### src/rtl/core/dbms_pkg.sv
// shared types and constants for the detection box match select block
`default_nettype none

package dbms_pkg;

    localparam int MAX_DETECTIONS = 64;
    localparam int COORD_BITS     = 16;
    localparam int CNT_W          = $clog2(MAX_DETECTIONS + 1);
    localparam int IDX_W          = (MAX_DETECTIONS > 1) ? $clog2(MAX_DETECTIONS) : 1;

    localparam logic [15:0] COORD_MASK = 16'((33'd1 << COORD_BITS) - 33'd1);
    localparam logic [15:0] CONF_RESET = 16'd13107;

    typedef struct packed {
        logic [15:0] cell_x;
        logic [15:0] cell_y;
        logic [15:0] cell_w;
        logic [15:0] cell_h;
        logic [15:0] joint_x;
        logic [15:0] joint_y;
        logic        joint_present;
        logic [15:0] confidence;
        logic        last_joint;
        logic        last_detection;
    } t_in;

    typedef struct packed {
        logic       found;
        logic [5:0] best_detection;
    } t_out;

    typedef struct packed {
        logic             valid;
        logic             last_d;
        logic             hit;
        logic [15:0]      small_h;
        logic [15:0]      large_h;
        logic [IDX_W-1:0] index;
    } t_close;

endpackage

`default_nettype wire

### src/rtl/core/detection_box_match_select_top.sv
// top level: input register, box accumulate, best select and result register
// a closing request passes the input and close registers, then the result register
// throughput: one request per cycle unless stalled, bounded by the running box
//   update loop and the best ratio compare loop with its two 16x16 multipliers
// a waiting result stalls intake only once a further end-of-query request reaches it
// reset: synchronous active low, clears query state and sets the threshold to 13107
`default_nettype none

module detection_box_match_select_top
    import dbms_pkg::*;
(
    input  wire logic        i_clk,
    input  wire logic        i_rst_n,
    input  wire logic        i_in_valid,
    output logic             o_in_ready,
    input  wire t_in         i_in_data,
    output logic             o_out_valid,
    input  wire logic        i_out_ready,
    output t_out             o_out_data,
    input  wire logic        i_cfg_we,
    input  wire logic [15:0] i_cfg_wdata
);

    logic [15:0] r_conf_threshold;
    logic        r_in_valid;
    t_in         r_in;
    logic        r_out_valid;
    t_out        r_out;

    logic        adv;
    t_close      close_req;
    t_out        result;

    assign adv = !(close_req.valid && close_req.last_d && r_out_valid && !i_out_ready);

    always_ff @(posedge i_clk) begin
        if (!i_rst_n) begin
            r_conf_threshold <= CONF_RESET;
        end else if (i_cfg_we) begin
            r_conf_threshold <= i_cfg_wdata;
        end
    end

    always_ff @(posedge i_clk) begin
        if (!i_rst_n) begin
            r_in_valid <= 1'b0;
        end else if (adv) begin
            r_in_valid <= i_in_valid;
            r_in       <= i_in_data;
        end
    end

    dbms_box_acc u_box (
        .i_clk            (i_clk),
        .i_rst_n          (i_rst_n),
        .i_adv            (adv),
        .i_valid          (r_in_valid),
        .i_item           (r_in),
        .i_conf_threshold (r_conf_threshold),
        .o_close          (close_req)
    );

    dbms_best_sel u_best (
        .i_clk    (i_clk),
        .i_rst_n  (i_rst_n),
        .i_adv    (adv),
        .i_close  (close_req),
        .o_result (result)
    );

    always_ff @(posedge i_clk) begin
        if (!i_rst_n) begin
            r_out_valid <= 1'b0;
        end else if (adv && close_req.valid && close_req.last_d) begin
            r_out_valid <= 1'b1;
            r_out       <= result;
        end else if (i_out_ready) begin
            r_out_valid <= 1'b0;
        end
    end

    assign o_in_ready  = adv;
    assign o_out_valid = r_out_valid;
    assign o_out_data  = r_out;

    a_no_overwrite: assert property (@(posedge i_clk) disable iff (!i_rst_n)
        (r_out_valid && !i_out_ready) |=> (r_out_valid && $stable(r_out)))
        else $error("pending result overwritten");

    a_stall_cause: assert property (@(posedge i_clk) disable iff (!i_rst_n)
        !o_in_ready |-> (r_out_valid && close_req.valid && close_req.last_d))
        else $error("intake stalled without a pending result");

    a_found_index: assert property (@(posedge i_clk) disable iff (!i_rst_n)
        (r_out_valid && !r_out.found) |-> (r_out.best_detection == 6'd0))
        else $error("index reported without a match");

endmodule

`default_nettype wire

### src/rtl/core/dbms_box_acc.sv
// running joint box, detection close and cell overlap test
`default_nettype none

module dbms_box_acc
    import dbms_pkg::*;
(
    input  wire logic        i_clk,
    input  wire logic        i_rst_n,
    input  wire logic        i_adv,
    input  wire logic        i_valid,
    input  wire t_in         i_item,
    input  wire logic [15:0] i_conf_threshold,
    output t_close           o_close
);

    logic [15:0]      r_min_x, r_min_y, r_max_x, r_max_y;
    logic             r_have;
    logic [CNT_W-1:0] r_cnt;
    t_close           r_close;

    logic [15:0]      n_min_x, n_min_y, n_max_x, n_max_y;
    logic             n_have;
    logic             counted, closing, eligible, ov_x, ov_y;
    logic [15:0]      jx, jy, bw, bh, x1, y1;
    logic [16:0]      x2, y2;
    t_close           n_close;

    always_comb begin
        jx      = i_item.joint_x & COORD_MASK;
        jy      = i_item.joint_y & COORD_MASK;
        counted = i_item.joint_present && (i_item.confidence > i_conf_threshold);
        closing = i_item.last_joint || i_item.last_detection;

        n_min_x = r_min_x;
        n_min_y = r_min_y;
        n_max_x = r_max_x;
        n_max_y = r_max_y;
        n_have  = r_have;
        if (counted) begin
            if (r_have) begin
                n_min_x = (jx < r_min_x) ? jx : r_min_x;
                n_min_y = (jy < r_min_y) ? jy : r_min_y;
                n_max_x = (jx > r_max_x) ? jx : r_max_x;
                n_max_y = (jy > r_max_y) ? jy : r_max_y;
            end else begin
                n_min_x = jx;
                n_min_y = jy;
                n_max_x = jx;
                n_max_y = jy;
            end
            n_have = 1'b1;
        end

        bw = n_max_x - n_min_x;
        bh = n_max_y - n_min_y;
        x1 = (i_item.cell_x > n_min_x) ? i_item.cell_x : n_min_x;
        y1 = (i_item.cell_y > n_min_y) ? i_item.cell_y : n_min_y;
        x2 = {1'b0, i_item.cell_x} + {1'b0, i_item.cell_w};
        if ({1'b0, n_max_x} < x2) x2 = {1'b0, n_max_x};
        y2 = {1'b0, i_item.cell_y} + {1'b0, i_item.cell_h};
        if ({1'b0, n_max_y} < y2) y2 = {1'b0, n_max_y};
        ov_x = x2 > {1'b0, x1};
        ov_y = y2 > {1'b0, y1};

        eligible = n_have && (r_cnt < CNT_W'(MAX_DETECTIONS));

        n_close.valid   = i_valid && closing;
        n_close.last_d  = i_item.last_detection;
        n_close.hit     = eligible && (i_item.cell_w != 16'd0) && (i_item.cell_h != 16'd0)
                          && (bw != 16'd0) && (bh != 16'd0) && ov_x && ov_y;
        n_close.small_h = (i_item.cell_h < bh) ? i_item.cell_h : bh;
        n_close.large_h = (i_item.cell_h > bh) ? i_item.cell_h : bh;
        n_close.index   = r_cnt[IDX_W-1:0];
    end

    always_ff @(posedge i_clk) begin
        if (!i_rst_n) begin
            r_min_x       <= '0;
            r_min_y       <= '0;
            r_max_x       <= '0;
            r_max_y       <= '0;
            r_have        <= 1'b0;
            r_cnt         <= '0;
            r_close.valid <= 1'b0;
        end else if (i_adv) begin
            r_close <= n_close;
            if (i_valid) begin
                if (closing) begin
                    r_min_x <= '0;
                    r_min_y <= '0;
                    r_max_x <= '0;
                    r_max_y <= '0;
                    r_have  <= 1'b0;
                    if (i_item.last_detection) begin
                        r_cnt <= '0;
                    end else if (r_cnt < CNT_W'(MAX_DETECTIONS)) begin
                        r_cnt <= r_cnt + CNT_W'(1);
                    end
                end else begin
                    r_min_x <= n_min_x;
                    r_min_y <= n_min_y;
                    r_max_x <= n_max_x;
                    r_max_y <= n_max_y;
                    r_have  <= n_have;
                end
            end
        end
    end

    assign o_close = r_close;

    a_empty_box_zero: assert property (@(posedge i_clk) disable iff (!i_rst_n)
        !r_have |-> (r_min_x == 16'd0 && r_max_x == 16'd0 && r_min_y == 16'd0
                     && r_max_y == 16'd0))
        else $error("empty box holds coordinates");

    a_cnt_bound: assert property (@(posedge i_clk) disable iff (!i_rst_n)
        r_cnt <= CNT_W'(MAX_DETECTIONS))
        else $error("detection count beyond limit");

    a_close_clears: assert property (@(posedge i_clk) disable iff (!i_rst_n)
        (i_adv && i_valid && closing) |=> !r_have)
        else $error("box not cleared after close");

endmodule

`default_nettype wire

### src/rtl/core/dbms_best_sel.sv
// best height ratio selection over closed detections
`default_nettype none

module dbms_best_sel
    import dbms_pkg::*;
(
    input  wire logic   i_clk,
    input  wire logic   i_rst_n,
    input  wire logic   i_adv,
    input  wire t_close i_close,
    output t_out        o_result
);

    logic             r_found;
    logic [IDX_W-1:0] r_idx;
    logic [15:0]      r_small, r_large;

    logic [31:0]      lhs, rhs;
    logic             win;

    always_comb begin
        lhs = 32'(i_close.small_h) * 32'(r_large);
        rhs = 32'(r_small) * 32'(i_close.large_h);
        win = i_close.valid && i_close.hit && (lhs > rhs);

        o_result.found          = win || r_found;
        o_result.best_detection = win ? 6'(i_close.index) : (r_found ? 6'(r_idx) : 6'd0);
    end

    always_ff @(posedge i_clk) begin
        if (!i_rst_n) begin
            r_found <= 1'b0;
            r_idx   <= '0;
            r_small <= 16'd0;
            r_large <= 16'd1;
        end else if (i_adv && i_close.valid) begin
            if (i_close.last_d) begin
                r_found <= 1'b0;
                r_idx   <= '0;
                r_small <= 16'd0;
                r_large <= 16'd1;
            end else if (win) begin
                r_found <= 1'b1;
                r_idx   <= i_close.index;
                r_small <= i_close.small_h;
                r_large <= i_close.large_h;
            end
        end
    end

    a_idx_zero: assert property (@(posedge i_clk) disable iff (!i_rst_n)
        !r_found |-> (r_idx == '0 && r_small == 16'd0))
        else $error("best index set without a match");

    a_large_nonzero: assert property (@(posedge i_clk) disable iff (!i_rst_n)
        r_large != 16'd0)
        else $error("best ratio denominator is zero");

    a_query_clear: assert property (@(posedge i_clk) disable iff (!i_rst_n)
        (i_adv && i_close.valid && i_close.last_d) |=> (!r_found && r_large == 16'd1))
        else $error("best state not cleared at end of query");

endmodule

`default_nettype wire
### config.mk
export PLATFORM = sky130hd
export DESIGN_NAME = detection_box_match_select_top
export DESIGN_NICKNAME = d
export VERILOG_FILES = /design/src/rtl/core/dbms_pkg.sv /design/src/rtl/core/detection_box_match_select_top.sv /design/src/rtl/core/dbms_box_acc.sv /design/src/rtl/core/dbms_best_sel.sv
export SDC_FILE = /design/constraint.sdc
export NUM_CORES = 2
export LEC_CHECK = 0
export ABC_CLOCK_PERIOD_IN_PS = 13900
export BUFFER_PORTS_ARGS = -buffer_cell sky130_fd_sc_hd__buf_2
export CORE_ASPECT_RATIO = 0.5
export CORE_UTILIZATION = 30
export CTS_BUF_LIST = sky130_fd_sc_hd__clkbuf_8
export DETAILED_ROUTE_END_ITERATION = 8
export HOLD_SLACK_MARGIN = 0.05
export PLACE_DENSITY = 0.49
export SETUP_SLACK_MARGIN = 0.05
export SYNTH_ARGS = -nofsm -noshare
export SYNTH_HDL_FRONTEND = slang
export SYNTH_SLANG_ARGS = --single-unit
export TNS_END_PERCENT = 30
### constraint.sdc
create_clock -name i_clk -period 13.9 [get_ports i_clk]
set_clock_uncertainty 0.1 [all_clocks]
set_input_delay 4.17 -clock i_clk [delete_from_list [all_inputs] [get_ports i_clk]]
set_output_delay 4.17 -clock i_clk [all_outputs]
set_load 0.005 [all_outputs]
# After elaboration in Yosys (flattened, before gate mapping)
# Cells that the tools add are included.
[totals]
output_inout_bits = 9
ff_bits = 292
input_bits = 136
elab_cells = 124
[op_classes]
mul = 2
addsub = 5
n_lt_le_gt_ge = 15
n_reduce_logical = 32
n_mux = 38
bitwise_logic = 1
[ops]
columns = ["op", "count"]
rows = [
  ["$mux 16", 24],
  ["$gt 16x16->1", 6],
  ["$mul 16x16->32", 2],
  ["$reduce_bool 16->1", 4],
  ["$lt 16x16->1", 3],
  ["$add 16x16->17", 2],
  ["$gt 17x16->1", 2],
  ["$lt 16x17->1", 2],
  ["$mux 17", 2],
  ["$gt 32x32->1", 1],
  ["$sub 16x16->16", 2],
  ["$mux 6", 4],
  ["$logic_and 1x1->1", 16],
  ["$mux 7", 2],
  ["$reduce_and 2->1", 4],
  ["$add 7x1->7 const B", 1],
  ["$lt 7x7->1 const B", 1],
  ["$mux 1", 6],
  ["$reduce_bool 2->1", 3],
  ["$reduce_and 4->1", 1],
  ["$logic_not 1->1", 2],
  ["$logic_or 1x1->1", 2],
  ["$not 1->1", 1],
]

# Logic depth before layout (Yosys ltp)
[depth]
ltp_word = 10
depth_mapped = 38
depth_no_buf = 32

# By module
# From an unflattened synthesis, not the netlist that was laid out.
[hier_totals]
cells_unflattened = 3876
hier_area_um2 = 36323.6
[by_module_without_submodules]
columns = ["module", "instances", "cells_per_inst", "area_each_um2"]
rows = [
  ["dbms_best_sel", 1, 2209, 19195.9],
  ["dbms_box_acc", 1, 1482, 12764.7],
  ["detection_box_match_select_top", 1, 185, 4362.9],
]

# Worst setup path after synthesis
# Ideal clock, no wire load.
[synth_path]
path_type = "input to output"
startpoint = "input i_out_ready"
endpoint = "output o_in_ready"
n_path_buf = 2
t_arrival_ns = 4.943
required_time_ns = 9.630
slack_ns = 4.687
stages = 4
cell_sequence = "nand2b_1 or2_2 clkbuf_1 clkbuf_1"
[synth_via]
elab_chain_cells = 3
[synth_lines]
columns = ["element", "line", "source"]
rows = [
  ["start, declared", "detection_box_match_select_top.sv:18", "input wire logic i_out_ready,"],
  ["$logic_not 1->1", "detection_box_match_select_top.sv:34", "assign adv = !(close_req.valid && close_req.last_d && r_out_valid && !i_out_ready);"],
  ["$logic_and 1x1->1", "detection_box_match_select_top.sv:34", ""],
  ["$logic_not 1->1", "detection_box_match_select_top.sv:34", ""],
  ["end, declared", "detection_box_match_select_top.sv:15", "output logic o_in_ready,"],
]
# Every way passes these cells.

==> impl_metrics.csv <==
group,metric,value,unit
routing,drtIter0Drc,1572,
setup_path,critPathCapture,"o_out_data[0]",
sta,maxSlewViolCount,0,
grt,grt_pass1_wl,167,mm
setup_path,critPathArrivalTime,9.97,ns
setup_path,crit_fanout,41,
layout,drive_gt1_share,7.94,%
pwr,p_leak,19.4,nW
routing,wl_per_cell,18.3,um
clocking,post_cts_buffers,0,
grt,grt.total_usage,16.9,%
synthesis,synth_top_area_cell,"fa_1",
setup_path,worst_path_most_repeated_cell,"fa_1",
routing,route.detailed.drc,0,
routing,firstDrtPassIters,6,
placed_design,portBuffers,144,
setup_path,critPathLaunch,"u_best.r_small[14]",
setup_path,rr_startpoint,"u_best.r_small[14]",
pwr,p_sw,1.48,mW
routing,vias_per_cell,4.93,
pwr,vdd_ir_drop_max,163,uV
synthesis,ys_seq_elements,292,
routing,num_vias,28473,
placed_design,routabilityCongestion,0.861,
setup_path,ff2ff_setup_slack,4.21,ns
sta,setup_viol,0,
grt,use_met2,28.7,%
job,max_cap_violations,0,
clocking,cts_resized,0,
sta,slew_headroom,31.0,%
outcome,status,"finished, final reports clean",
clocking,h-tree-depth,2,
synthesis,synth_area,37000,um2
pwr,power.internal,2.02,mW
setup_path,rr_worst_depth,31,
floorplanning,fp.coreArea,121000,um2
pwr,power_density,86.1,nW/um2
setup_path,cp_num_buf_inv,5,
clocking,cts_buffers,54,
routing,wl,106,mm
sta,timing.setup.tns,0,ns
pwr,share_comb_of_total_power,42.0,%
setup_path,path_depth,31,
synthesis,avgSynthCellArea,9.16,um2
setup_path,r2r-end,"o_out_data[0]",
pwr,pwr-share-clk,24.8,%
placed_design,hpwl,82.5,mm
synthesis,yosys_warnings,0,
layout,design_area,40600,um2
grt,overflow,0,
synthesis,synth_top_area_share,21.2,%
floorplanning,die_height,250,um
setup_path,slowest_stage,"dfxtp_1",
sta,fin_crit_sh,69.7,%
clocking,clk_latency,0.65,ns
synthesis,synthArstFlopShare,0,%
synthesis,netlist_top_cells_area,"fa_1 21%, ha_1 17%, edfxtp_1 13%, dfxtp_1 7.0%, inv_1 6.6%",
floorplanning,chipWidth,499,um
sta,rsz0062_at_grt,"no",
pwr,switching_share,42.3,%
floorplanning,die_area,125000,um2
layout,nNetsFinal,5143,
floorplanning,io-pin-count,145,
synthesis,synth_edf_count,162,
synthesis,synth_ff_type,"edfxtp_1",
sta,fin_crit,9.69,ns
grt,gr-usage-met3,1.64,%
synthesis,seq_area_frac_synth,20.2,%
setup_path,path_delay_family,"adder cells",
clocking,cts-root-buf,"clkbuf_8",
grt,grtUsageMet1,22.9,%
floorplanning,rows,90,
grt,antenna_found_initial,2,
clocking,ctsHoldBuffers,0,
sta,hold_viol,0,
clocking,clkTransAtPathRegs,0.07,ns
synthesis,synth_fp_nets,5059,
setup_path,crit_path_start_kind,"flop",
setup_path,cp-end-kind,"flop",
floorplanning,start_util,30.5,%
pwr,seqPwrFrac,33.2,%
synthesis,synthCells,4041,
synthesis,synth.distinct_cells,77,
setup_path,critPathKind,"reg2reg",
grt,grt-busiest-layer,"met2",
setup_path,slowest_delay,0.83,ns
min_path,hold_class,"reg2reg",
routing,final_antenna_net_count,0,
layout,seq_area,7470,um2
clocking,numClockSinks,292,
grt,grt_max_degree,89,
setup_path,required,14.18,ns
placed_design,place_area,39500,um2
clocking,cts_buffer_depth,3,
layout,fill_cells,12540,
grt,grt_pass1_vias,29408,
clocking,cts_tree,"done",
sta,clock.fmax,103,MHz
sta,worst_slew_pin_slew,1.04,ns
layout,multiInputGateArea,26500,um2
layout,syn_to_final_growth,9.74,%
how the worst min path moves through the flow:
stage | depth (start not counted) | from | endpoint
final | 2 | r_conf_threshold[0] | r_conf_threshold[0]
after global routing | 0 | u_box.r_cnt[5] | u_box.o_close[5]
after CTS | 0 | u_box.r_cnt[5] | u_box.o_close[5]
after detailed placement | 2 | r_conf_threshold[0] | r_conf_threshold[0]
after global placement | 0 | u_box.r_cnt[5] | u_box.o_close[5]
after floorplan | 0 | u_box.r_cnt[5] | u_box.o_close[5]
layout make-up:
cell class	count	share of cell area [%]
diodes	1	0.00616
clock buffers	59	2.00
clock inverters	42	0.758
inverters	653	6.04
multi-input cells	2938	65.3
flip-flops and latches	292	18.4
well taps	1610	4.96
repair buffers	186	2.56
cell usage in the layout (no fill, tap or decap), types with 110 or more instances in the layout:
cell type  instances
nand2_1          408
nor2_1           110
ha_1             491
a21oi_1          159
nand3_1          110
and2_1           308
mux2i_1          113
dfxtp_1          130
edfxtp_1         162
o21ai_0          123
fa_1             391
buf_2            143
inv_1            664
metrics by stage:
stage	hold slack, ns	util, %	total power, mW	instances	setup WS (ns)
after floorplan	0.339	-	2.13	4041	4.69
after global placement	0.366	32.5	2.62	5679	4.38
after detailed placement	0.369	32.5	2.64	5679	4.17
after CTS	0.386	33.4	3.54	5780	4.18
after global routing	0.401	33.4	3.74	5781	3.67
final	0.385	33.4	3.50	5781	4.21
Yosys cell counts, types with 8 or more instances:
library cell  count
o21bai_1         13
xor2_1           43
o211ai_1         21
nand2b_1         24
a31oi_1          12
nor2b_1          49
a211oi_1         17
mux2i_1         113
and3_1           15
edfxtp_1        162
o21ai_0         123
clkbuf_1        143
a2111oi_0         9
o22ai_1          62
xnor2_1          53
ha_1            491
and2_1          310
fa_1            391
nor2_1          110
nor4_1           12
nand2_1         409
o21a_1           37
inv_1           653
and4_1            8
or3_1            17
dfxtp_1         130
nand4_1          41
nand3_1         110
o22a_1           38
nor3_1           42
a21o_1           68
o41ai_1           8
mux2_2           34
a21oi_1         160
kinds of logic after synthesis:
| group | after synthesis | share of synthesized area (%) |
|---|---|---|
| compound gates | 644 | 11.5 |
| flops | 292 | 20.2 |
| simple gates | 1168 | 15.9 |
| xor+xnor | 97 | 2.34 |
| mux | 147 | 4.09 |
| fa+ha+maj | 882 | 37.8 |
| buf+inv | 811 | 8.27 |
worst min-delay path, stage by stage (launching register included):
cell     delay (ns)
dfxtp_1        0.33
mux2i_1        0.07
nand2_1        0.06
registers in the layout, summed over array words and instances, names as in the netlist:
name,flops
r_in,115
u_box.o_close,41
r_conf_threshold,16
u_best.r_large,16
u_best.r_small,16
u_box.r_max_x,16
u_box.r_max_y,16
u_box.r_min_x,16
u_box.r_min_y,16
o_out_data,7
u_box.r_cnt,7
u_best.r_idx,6
o_out_valid,1
r_in_valid,1
u_best.r_found,1
u_box.r_have,1
power groups by stage:
stage                     logic, mW  registers [mW]  clock network (mW)
after CTS                      1.48            1.16               0.900
after global placement         1.45            1.17                   0
after detailed placement       1.46            1.18                   0
final                          1.47            1.16               0.868
after floorplan                1.07            1.06                   0
after global routing           1.64            1.17               0.934
metal layers:
metal | part of all wire [%] | wire (um)
met5 | 0 | 0
met4 | 2.1 | 2220
met3 | 3.5 | 3680
met2 | 47 | 50000
met1 | 47 | 49900
No activity file was read; power rests on OpenSTA's default activity.
